### src/rtl/core/rcc_pkg.sv
// ----------------------------------------------------------------------------
// RGB / CMYK converter package
// Shared widths, constants, lane type and the restoring division step used by
// the converter pipeline.
// ----------------------------------------------------------------------------
package rcc_pkg;

    // Field widths.
    localparam int CH_W  = 8;
    localparam int PCT_W = 7;

    // Division lanes: three inks or three channels.
    localparam int NUM_LANES = 3;
    localparam int NUM_W     = 22;
    localparam int DIV_W     = 14;
    localparam int QUO_W     = 8;
    localparam int QUO_IDX_W = $clog2(QUO_W);

    // Quotient bits resolved per pipeline stage and the resulting stage count.
    localparam int BITS_PER_STAGE = 2;
    localparam int DIV_STAGES     = QUO_W / BITS_PER_STAGE;

    // Arithmetic constants.
    localparam logic [CH_W-1:0]  CHAN_MAX = 8'd255;
    localparam logic [PCT_W-1:0] PCT_MAX  = 7'd100;
    localparam logic [DIV_W-1:0] CMYK_DIV = 14'd10000;

    // Black percent is (255 - max) * 100 / 255, done as a multiply by
    // 100 * ceil(2^23 / 255) and a shift by 23. The error stays below 1/255
    // for every 8-bit input, so the truncated quotient is exact.
    localparam int                      BLACK_PROD_W = 30;
    localparam int                      BLACK_SHIFT  = 23;
    localparam logic [BLACK_PROD_W-1:0] BLACK_RECIP  = 30'd3289700;

    // Conversion direction.
    typedef enum logic {
        MODE_RGB2CMYK = 1'b0,
        MODE_CMYK2RGB = 1'b1
    } mode_t;

    // One division lane: running remainder, partial quotient and divisor.
    typedef struct packed {
        logic [NUM_W-1:0] rem;
        logic [QUO_W-1:0] quo;
        logic [DIV_W-1:0] dvs;
    } lane_t;

    // Clamp a percent input to 100.
    function automatic logic [PCT_W-1:0] sat_pct(logic [PCT_W-1:0] v);
        return (v > PCT_MAX) ? PCT_MAX : v;
    endfunction

    // One restoring division step for quotient bit bit_pos.
    function automatic lane_t div_step(lane_t x, logic [QUO_IDX_W-1:0] bit_pos);
        logic [NUM_W-1:0] sh;
        lane_t            y;
        y  = x;
        sh = {{(NUM_W-DIV_W){1'b0}}, x.dvs} << bit_pos;
        if (x.rem >= sh)
        begin
            y.rem          = x.rem - sh;
            y.quo[bit_pos] = 1'b1;
        end
        return y;
    endfunction

endpackage

### src/rtl/core/rgb_cmyk_color_converter.sv
// ----------------------------------------------------------------------------
// RGB / CMYK color converter
// Fully pipelined converter: operand preparation, numerator scaling and a
// four-stage restoring divider shared by both directions.
// ----------------------------------------------------------------------------
// A transaction accepted at a clock edge passes through the prepare, scale,
// divider and output registers before the result ports show it with done high.
// Throughput: one transaction per clock while busy is low; the seven register
// stages (prepare, scale, four divider stages of two quotient bits each,
// output) all advance every cycle, and the receiver cannot stall the pipeline.
// Reset: rst_n clears all valid bits and holds busy high until the first edge
// after release.
module rgb_cmyk_color_converter (
    input  logic                      clk,
    input  logic                      rst_n,
    input  logic                      start,
    output logic                      busy,
    input  logic                      mode,
    input  logic [rcc_pkg::CH_W-1:0]  red_in,
    input  logic [rcc_pkg::CH_W-1:0]  green_in,
    input  logic [rcc_pkg::CH_W-1:0]  blue_in,
    input  logic [rcc_pkg::PCT_W-1:0] cyan_in,
    input  logic [rcc_pkg::PCT_W-1:0] magenta_in,
    input  logic [rcc_pkg::PCT_W-1:0] yellow_in,
    input  logic [rcc_pkg::PCT_W-1:0] black_in,
    output logic                      done,
    output logic [rcc_pkg::CH_W-1:0]  red_out,
    output logic [rcc_pkg::CH_W-1:0]  green_out,
    output logic [rcc_pkg::CH_W-1:0]  blue_out,
    output logic [rcc_pkg::PCT_W-1:0] cyan_out,
    output logic [rcc_pkg::PCT_W-1:0] magenta_out,
    output logic [rcc_pkg::PCT_W-1:0] yellow_out,
    output logic [rcc_pkg::PCT_W-1:0] black_out
);
    import rcc_pkg::*;

    localparam int LATENCY = DIV_STAGES + 3;

    logic busy_reg;
    logic accept;

    // Stage 1: operands and divisors.
    logic              s1_valid_reg;
    mode_t             s1_mode_reg;
    logic [DIV_W-1:0]  s1_a_reg    [NUM_LANES];
    logic [DIV_W-1:0]  s1_a_next   [NUM_LANES];
    logic [DIV_W-1:0]  s1_d_reg    [NUM_LANES];
    logic [DIV_W-1:0]  s1_d_next   [NUM_LANES];
    logic [CH_W-1:0]   s1_kd_reg;
    logic [CH_W-1:0]   s1_kd_next;
    logic [CH_W-1:0]   mx;
    logic [CH_W-1:0]   mx_div;
    logic [PCT_W-1:0]  c_inv;
    logic [PCT_W-1:0]  m_inv;
    logic [PCT_W-1:0]  y_inv;
    logic [PCT_W-1:0]  k_inv;

    // Divider pipeline; entry 0 is the scaled numerator stage.
    logic              st_valid_reg [DIV_STAGES+1];
    mode_t             st_mode_reg  [DIV_STAGES+1];
    lane_t             st_reg       [DIV_STAGES+1][NUM_LANES];
    lane_t             st0_next     [NUM_LANES];

    // Black percent travels beside the divider lanes.
    logic [PCT_W-1:0]        st_black_reg [DIV_STAGES+1];
    logic [PCT_W-1:0]        st_black_next;
    logic [BLACK_PROD_W-1:0] black_prod;

    // Output register.
    logic              done_reg;
    logic [CH_W-1:0]   red_reg,  red_next;
    logic [CH_W-1:0]   green_reg, green_next;
    logic [CH_W-1:0]   blue_reg, blue_next;
    logic [PCT_W-1:0]  cyan_reg, cyan_next;
    logic [PCT_W-1:0]  magenta_reg, magenta_next;
    logic [PCT_W-1:0]  yellow_reg, yellow_next;
    logic [PCT_W-1:0]  black_reg, black_next;

    assign accept = start && !busy_reg;
    assign busy   = busy_reg;

    // Busy is held only through reset.
    always_ff @(posedge clk or negedge rst_n)
    begin
        if (!rst_n)
            busy_reg <= 1'b1;
        else
            busy_reg <= 1'b0;
    end

    // Stage 1 logic: channel maximum, differences or ink complements.
    always_comb
    begin
        mx = red_in;
        if (green_in > mx)
            mx = green_in;
        if (blue_in > mx)
            mx = blue_in;
        mx_div     = (mx == '0) ? CH_W'(1) : mx;
        s1_kd_next = CHAN_MAX - mx;
        c_inv      = PCT_MAX - sat_pct(cyan_in);
        m_inv      = PCT_MAX - sat_pct(magenta_in);
        y_inv      = PCT_MAX - sat_pct(yellow_in);
        k_inv      = PCT_MAX - sat_pct(black_in);
        if (mode_t'(mode) == MODE_RGB2CMYK)
        begin
            s1_a_next[0] = DIV_W'(mx - red_in);
            s1_a_next[1] = DIV_W'(mx - green_in);
            s1_a_next[2] = DIV_W'(mx - blue_in);
            for (int i = 0; i < NUM_LANES; i++)
                s1_d_next[i] = DIV_W'(mx_div);
        end
        else
        begin
            s1_a_next[0] = DIV_W'(c_inv) * DIV_W'(k_inv);
            s1_a_next[1] = DIV_W'(m_inv) * DIV_W'(k_inv);
            s1_a_next[2] = DIV_W'(y_inv) * DIV_W'(k_inv);
            for (int i = 0; i < NUM_LANES; i++)
                s1_d_next[i] = CMYK_DIV;
        end
    end

    always_ff @(posedge clk or negedge rst_n)
    begin
        if (!rst_n)
            s1_valid_reg <= 1'b0;
        else
            s1_valid_reg <= accept;
    end

    always_ff @(posedge clk)
    begin
        s1_mode_reg <= mode_t'(mode);
        s1_a_reg    <= s1_a_next;
        s1_d_reg    <= s1_d_next;
        s1_kd_reg   <= s1_kd_next;
    end

    // Stage 2 logic: scale by 100 for inks or by 255 for channels, and derive
    // black from the headroom above the channel maximum.
    always_comb
    begin
        for (int i = 0; i < NUM_LANES; i++)
        begin
            st0_next[i].quo = '0;
            st0_next[i].dvs = s1_d_reg[i];
            if (s1_mode_reg == MODE_RGB2CMYK)
                st0_next[i].rem = (NUM_W'(s1_a_reg[i]) << 6) + (NUM_W'(s1_a_reg[i]) << 5)
                                + (NUM_W'(s1_a_reg[i]) << 2);
            else
                st0_next[i].rem = (NUM_W'(s1_a_reg[i]) << 8) - NUM_W'(s1_a_reg[i]);
        end
        black_prod    = BLACK_PROD_W'(s1_kd_reg) * BLACK_RECIP;
        st_black_next = black_prod[BLACK_SHIFT +: PCT_W];
    end

    always_ff @(posedge clk or negedge rst_n)
    begin
        if (!rst_n)
            st_valid_reg[0] <= 1'b0;
        else
            st_valid_reg[0] <= s1_valid_reg;
    end

    always_ff @(posedge clk)
    begin
        st_mode_reg[0]  <= s1_mode_reg;
        st_reg[0]       <= st0_next;
        st_black_reg[0] <= st_black_next;
    end

    // Divider stages, most significant quotient bits first.
    for (genvar g = 1; g <= DIV_STAGES; g++)
    begin : g_div
        localparam int HI = QUO_W - BITS_PER_STAGE * (g - 1) - 1;
        lane_t lane_next [NUM_LANES];

        always_comb
        begin
            for (int i = 0; i < NUM_LANES; i++)
            begin
                lane_next[i] = st_reg[g-1][i];
                for (int b = 0; b < BITS_PER_STAGE; b++)
                    lane_next[i] = div_step(lane_next[i], QUO_IDX_W'(HI - b));
            end
        end

        always_ff @(posedge clk or negedge rst_n)
        begin
            if (!rst_n)
                st_valid_reg[g] <= 1'b0;
            else
                st_valid_reg[g] <= st_valid_reg[g-1];
        end

        always_ff @(posedge clk)
        begin
            st_mode_reg[g]  <= st_mode_reg[g-1];
            st_reg[g]       <= lane_next;
            st_black_reg[g] <= st_black_reg[g-1];
        end
    end

    // Output selection: the unused direction reads as zero.
    always_comb
    begin
        red_next     = '0;
        green_next   = '0;
        blue_next    = '0;
        cyan_next    = '0;
        magenta_next = '0;
        yellow_next  = '0;
        black_next   = '0;
        if (st_mode_reg[DIV_STAGES] == MODE_RGB2CMYK)
        begin
            cyan_next    = st_reg[DIV_STAGES][0].quo[PCT_W-1:0];
            magenta_next = st_reg[DIV_STAGES][1].quo[PCT_W-1:0];
            yellow_next  = st_reg[DIV_STAGES][2].quo[PCT_W-1:0];
            black_next   = st_black_reg[DIV_STAGES];
        end
        else
        begin
            red_next   = st_reg[DIV_STAGES][0].quo[CH_W-1:0];
            green_next = st_reg[DIV_STAGES][1].quo[CH_W-1:0];
            blue_next  = st_reg[DIV_STAGES][2].quo[CH_W-1:0];
        end
    end

    always_ff @(posedge clk or negedge rst_n)
    begin
        if (!rst_n)
            done_reg <= 1'b0;
        else
            done_reg <= st_valid_reg[DIV_STAGES];
    end

    always_ff @(posedge clk)
    begin
        red_reg     <= red_next;
        green_reg   <= green_next;
        blue_reg    <= blue_next;
        cyan_reg    <= cyan_next;
        magenta_reg <= magenta_next;
        yellow_reg  <= yellow_next;
        black_reg   <= black_next;
    end

    assign done        = done_reg;
    assign red_out     = red_reg;
    assign green_out   = green_reg;
    assign blue_out    = blue_reg;
    assign cyan_out    = cyan_reg;
    assign magenta_out = magenta_reg;
    assign yellow_out  = yellow_reg;
    assign black_out   = black_reg;

    // Every result traces back to an earlier start request.
    a_done_has_start: assert property (@(posedge clk) disable iff (!rst_n)
        done |-> $past(start, LATENCY))
        else $error("result without a matching transaction");

    // Percent results never exceed 100.
    a_pct_range: assert property (@(posedge clk) disable iff (!rst_n)
        done |-> (cyan_out <= PCT_MAX) && (magenta_out <= PCT_MAX)
              && (yellow_out <= PCT_MAX) && (black_out <= PCT_MAX))
        else $error("percent result above 100");

    // In RGB to CMYK direction the channel results are zero.
    a_rgb_zero: assert property (@(posedge clk) disable iff (!rst_n)
        done && ($past(mode, LATENCY) == MODE_RGB2CMYK)
            |-> (red_out == '0) && (green_out == '0) && (blue_out == '0))
        else $error("channel results not cleared in RGB to CMYK direction");

    // In CMYK to RGB direction the percent results are zero.
    a_cmyk_zero: assert property (@(posedge clk) disable iff (!rst_n)
        done && ($past(mode, LATENCY) == MODE_CMYK2RGB)
            |-> (cyan_out == '0) && (magenta_out == '0)
             && (yellow_out == '0) && (black_out == '0))
        else $error("percent results not cleared in CMYK to RGB direction");

    // Pure black input gives full black ink.
    a_black_input: assert property (@(posedge clk) disable iff (!rst_n)
        done && $past((mode == MODE_RGB2CMYK) && (red_in == '0) && (green_in == '0)
                      && (blue_in == '0), LATENCY)
            |-> (black_out == PCT_MAX) && (cyan_out == '0))
        else $error("black input did not convert to full black");

endmodule
### config.mk
export PLATFORM = sky130hd
export DESIGN_NAME = rgb_cmyk_color_converter
export DESIGN_NICKNAME = d
export VERILOG_FILES = /design/src/rtl/core/rcc_pkg.sv /design/src/rtl/core/rgb_cmyk_color_converter.sv
export SDC_FILE = /design/constraint.sdc
export NUM_CORES = 2
export LEC_CHECK = 0
export BUFFER_PORTS_ARGS = -buffer_cell sky130_fd_sc_hd__buf_2
export CAP_MARGIN = 25
export CORE_MARGIN = 5
export CORE_UTILIZATION = 50
export DETAILED_ROUTE_END_ITERATION = 10
export GPL_TIMING_DRIVEN = 0
export HOLD_SLACK_MARGIN = 0.15
export PLACE_DENSITY = 0.64
export SLEW_MARGIN = 0
export SYNTH_ARGS = -nofsm -noshare
export SYNTH_HDL_FRONTEND = slang
export SYNTH_SLANG_ARGS = --single-unit
### constraint.sdc
create_clock -name clk -period 14.3 [get_ports clk]
set_input_delay 2.86 -clock clk [delete_from_list [all_inputs] [get_ports clk]]
set_output_delay 2.86 -clock clk [all_outputs]
set_load 0.02 [all_outputs]
==> flow_summary_export.csv <==
group,metric,value,unit
global_routing,overflow,0,
synthesis,synth_edf_count,0,
setup_path,cp-end-kind,"flip-flop",
synthesis,yosys_warnings,0,
layout,final_cell_area,46590,um^2
clock_network,cts_hold_buf,0,
synthesis,yosys_most_used_dff,"dfxtp_1",
placement,place_congestion,0.9270,
clock_network,post-cts-setup-buffers,0,
global_routing,antenna_found_initial,3,
sta,fin_skew,0.04310,ns
synthesis,synth_sequential_area_ratio,24.31,%
min_path,hp-class,"flip-flop to flip-flop",
layout,area_growth,9.431,%
clock_network,cts-root-buf,"clkbuf_16",
routing,routed_via_density,5.558,
die,dieArea,91080,um^2
synthesis,ys_ff_latch,515,
synthesis,syn-cell-area,42570,um^2
setup_path,required,14.79,ns
clock_network,clock_sinks,515,
sta,grt_setup_unrepaired,"false",
clock_network,clock_latency,0.64,ns
setup_path,startpoint_type,"primary input",
sta,timing.final.hold_violations,0,
setup_path,criticalPathCategory,"primary input to flip-flop",
routing,wire_per_inst,17.03,um
sta,tightest_slew,1.029,ns
placement,hpwlAfterDp,89050,um
routing,vias,35310,
sta,slew_headroom,29.41,%
clock_network,htreeDepth,2,
global_routing,grt_max_degree,17,
clock_network,clk_pin_slew,0.06,ns
placement,post_dp_cell_area,44660,um^2
routing,routed_wl,108200,um
layout,n_antenna_cell,0,
clock_network,cts_buffer_depth,3,
clock_network,cts_buffers,56,
sta,setup-tns-final,0,ns
setup_path,cp_data_arrival_time,10.19,ns
routing,drtIter0Drc,1786,
placement,portBuffers,109,
global_routing,grt_pass1_wl,175300,um
layout,largest_reg_flops,357,
status,outcome,"complete, no violations",
clock_network,cts_tree,"built",
sta,layout_min_cycle_time,9.701,ns
synthesis,syn_area_per_cell,8.528,um^2
die,io_pins,110,
die,start_util,50.16,%
layout,finish.utilization,54.89,%
die,fp.coreArea,84880,um^2
die,rows,107,
synthesis,synth_cell_types,103,
sta,setup_viol,0,
global_routing,grt.total_usage,23.38,%
sta,fmax,0.1031,GHz
flow_run,cap_violations,0,
synthesis,synth-async-reset-ratio,1.553,%
clock_network,cts_resized,0,
routing,ant_nets,0,
die,die_h,301.8,um
sta,min_period_over_period,67.84,%
layout,drive_above_1_share,7.449,%
sta,final-max-slew-violation-count,0,
synthesis,synth_cells,4992,
global_routing,grt_pass1_vias,34280,
routing,drt-pass1-iter-count,5,
synthesis,syn-num-nets,5788,
setup_path,cp_max_fo,10,
layout,final_nets,5959,
routing,remaining_drc_errors,0,
die,die_w,301.8,um
layout by cell type, fill, tap and decap left out, types with 108 or more instances in the layout:
cell	netlist	layout
nand2_1	379	379
buf_2	17	126
ha_1	592	592
xor2_1	115	115
dfxtp_1	507	507
a21oi_1	320	320
fa_1	148	148
nor3_1	111	111
o21ai_0	323	323
xnor2_1	240	240
inv_1	396	396
nor2b_1	108	108
nor2_1	425	425
synth_stat cells, types with 13 or more instances:
library cell  number  area share [%]
a2111oi_0         13            0.27
a211oi_1          36            0.63
a21boi_0          28            0.49
a21o_1            88             1.6
a21oi_1          320             3.8
a31oi_1           28            0.41
and2_1            57            0.84
and3_1            42            0.62
and4_1            14            0.29
buf_2             17            0.20
clkbuf_1          73            0.64
dfxtp_1          507              24
fa_1             148             7.0
ha_1             592              17
inv_1            396             3.5
mux2_2            90             2.4
mux2i_1           42            0.99
nand2_1          379             3.3
nand2b_1          57            0.84
nand3_1           76            0.89
nand3b_1          14            0.25
nand4_1           60            0.88
nand4b_1          14            0.29
nor2_1           425             3.7
nor2b_1          108             1.6
nor3_1           111             1.3
nor3b_1           15            0.26
nor4_1            41            0.60
o211ai_1          26            0.46
o21a_1            76             1.3
o21ai_0          323             3.8
o21bai_1          44            0.78
o31a_1            24            0.49
o31ai_1           46            0.81
or2_2             20            0.29
or3_1             54            0.79
or4_1             22            0.39
xnor2_1          240             4.9
xor2_1           115             2.4
per-stage QoR:
stage          setup slack, ns  hold slack [ns]  cells
2_1_floorplan            5.369           0.3096   4992
3_3_place_gp             4.007           0.3107   6245
3_5_place_dp             3.980           0.3121   6249
4_1_cts                  4.659           0.3229   6353
5_1_grt                  4.166           0.3239   6353
6_report                 4.599           0.3233   6353
routing by layer:
| metal | vias up | wire [um] | global-route usage (%) |
|---|---|---|---|
| met1 | 16320 | 47410 | 29.11 |
| li1 | 18040 | - | - |
| met2 | 740 | 52510 | 42.06 |
| met5 | - | 0 | 0 |
| met4 | 0 | 4476 | 8.499 |
| met3 | 211 | 3807 | 2.318 |
final cells by class:
type                            count  area, um^2
Buffer                            107       478.0
Clock buffer                       73        1565
Sequential cell                   515       10350
Timing Repair Buffer              113       655.6
Tap cell                         1144        1431
Multi-Input combinational cell   3967       30230
Fill cell                        8074       38290
Clock inverter                     31       362.8
Inverter                          403        1513
worst max-delay path: stages:
cell and delay [ns]:
buf_2 0.10, o21ai_0 0.35, nand2_1 0.18, nand3_1 0.13
and2_1 0.14, clkbuf_1 0.37, inv_1 0.27, buf_1 0.32
ha_1 0.35, nand3b_1 0.18, a21oi_1 0.25, clkbuf_1 0.49
nand3_1 0.21, fa_1 0.56, fa_1 0.55, inv_1 0.06
fa_1 0.53, inv_1 0.05, fa_1 0.53, inv_1 0.04
ha_1 0.33, a21oi_1 0.22, nor2b_1 0.08, o21a_1 0.18
o31a_1 0.26, o41ai_1 0.31, xnor2_1 0.17, o21ai_0 0.09
logic make-up (layout without fill, tap and decap cells):
group           after synthesis  in the layout  share of synthesized area (%)
flops                       515            515                          24.31
simple gates               1534           1534                          17.85
fa+ha+maj                   740            740                          24.36
mux                         136            136                          3.474
buf+inv                     510            727                          4.676
xor+xnor                    355            355                          7.303
compound gates             1201           1201                          18.02
other cells                   1              1                       0.008809
worst paths after layout:
kind	startpoint	end	slack, ns	depth (start not counted)
max in group asynchronous	rst_n	busy$_DFF_PN1_	12.01	1
max reg2reg	st_reg[0][89]$_DFF_P_	st_reg[1][80]$_DFF_P_	7.17	23
min	st_reg[3][104]$_DFF_P_	st_reg[4][104]$_DFF_P_	0.32	0
min in group asynchronous	rst_n	st_valid_reg[3]$_DFF_PN0_	2.05	1
max	black_in[0]	s1_a_reg[41]$_DFF_P_	4.60	28
min reg2reg	st_reg[3][104]$_DFF_P_	st_reg[4][104]$_DFF_P_	0.32	0
Power is not shown: default switching activity piles up to over one toggle a cycle in this logic, so the estimate is an artifact.
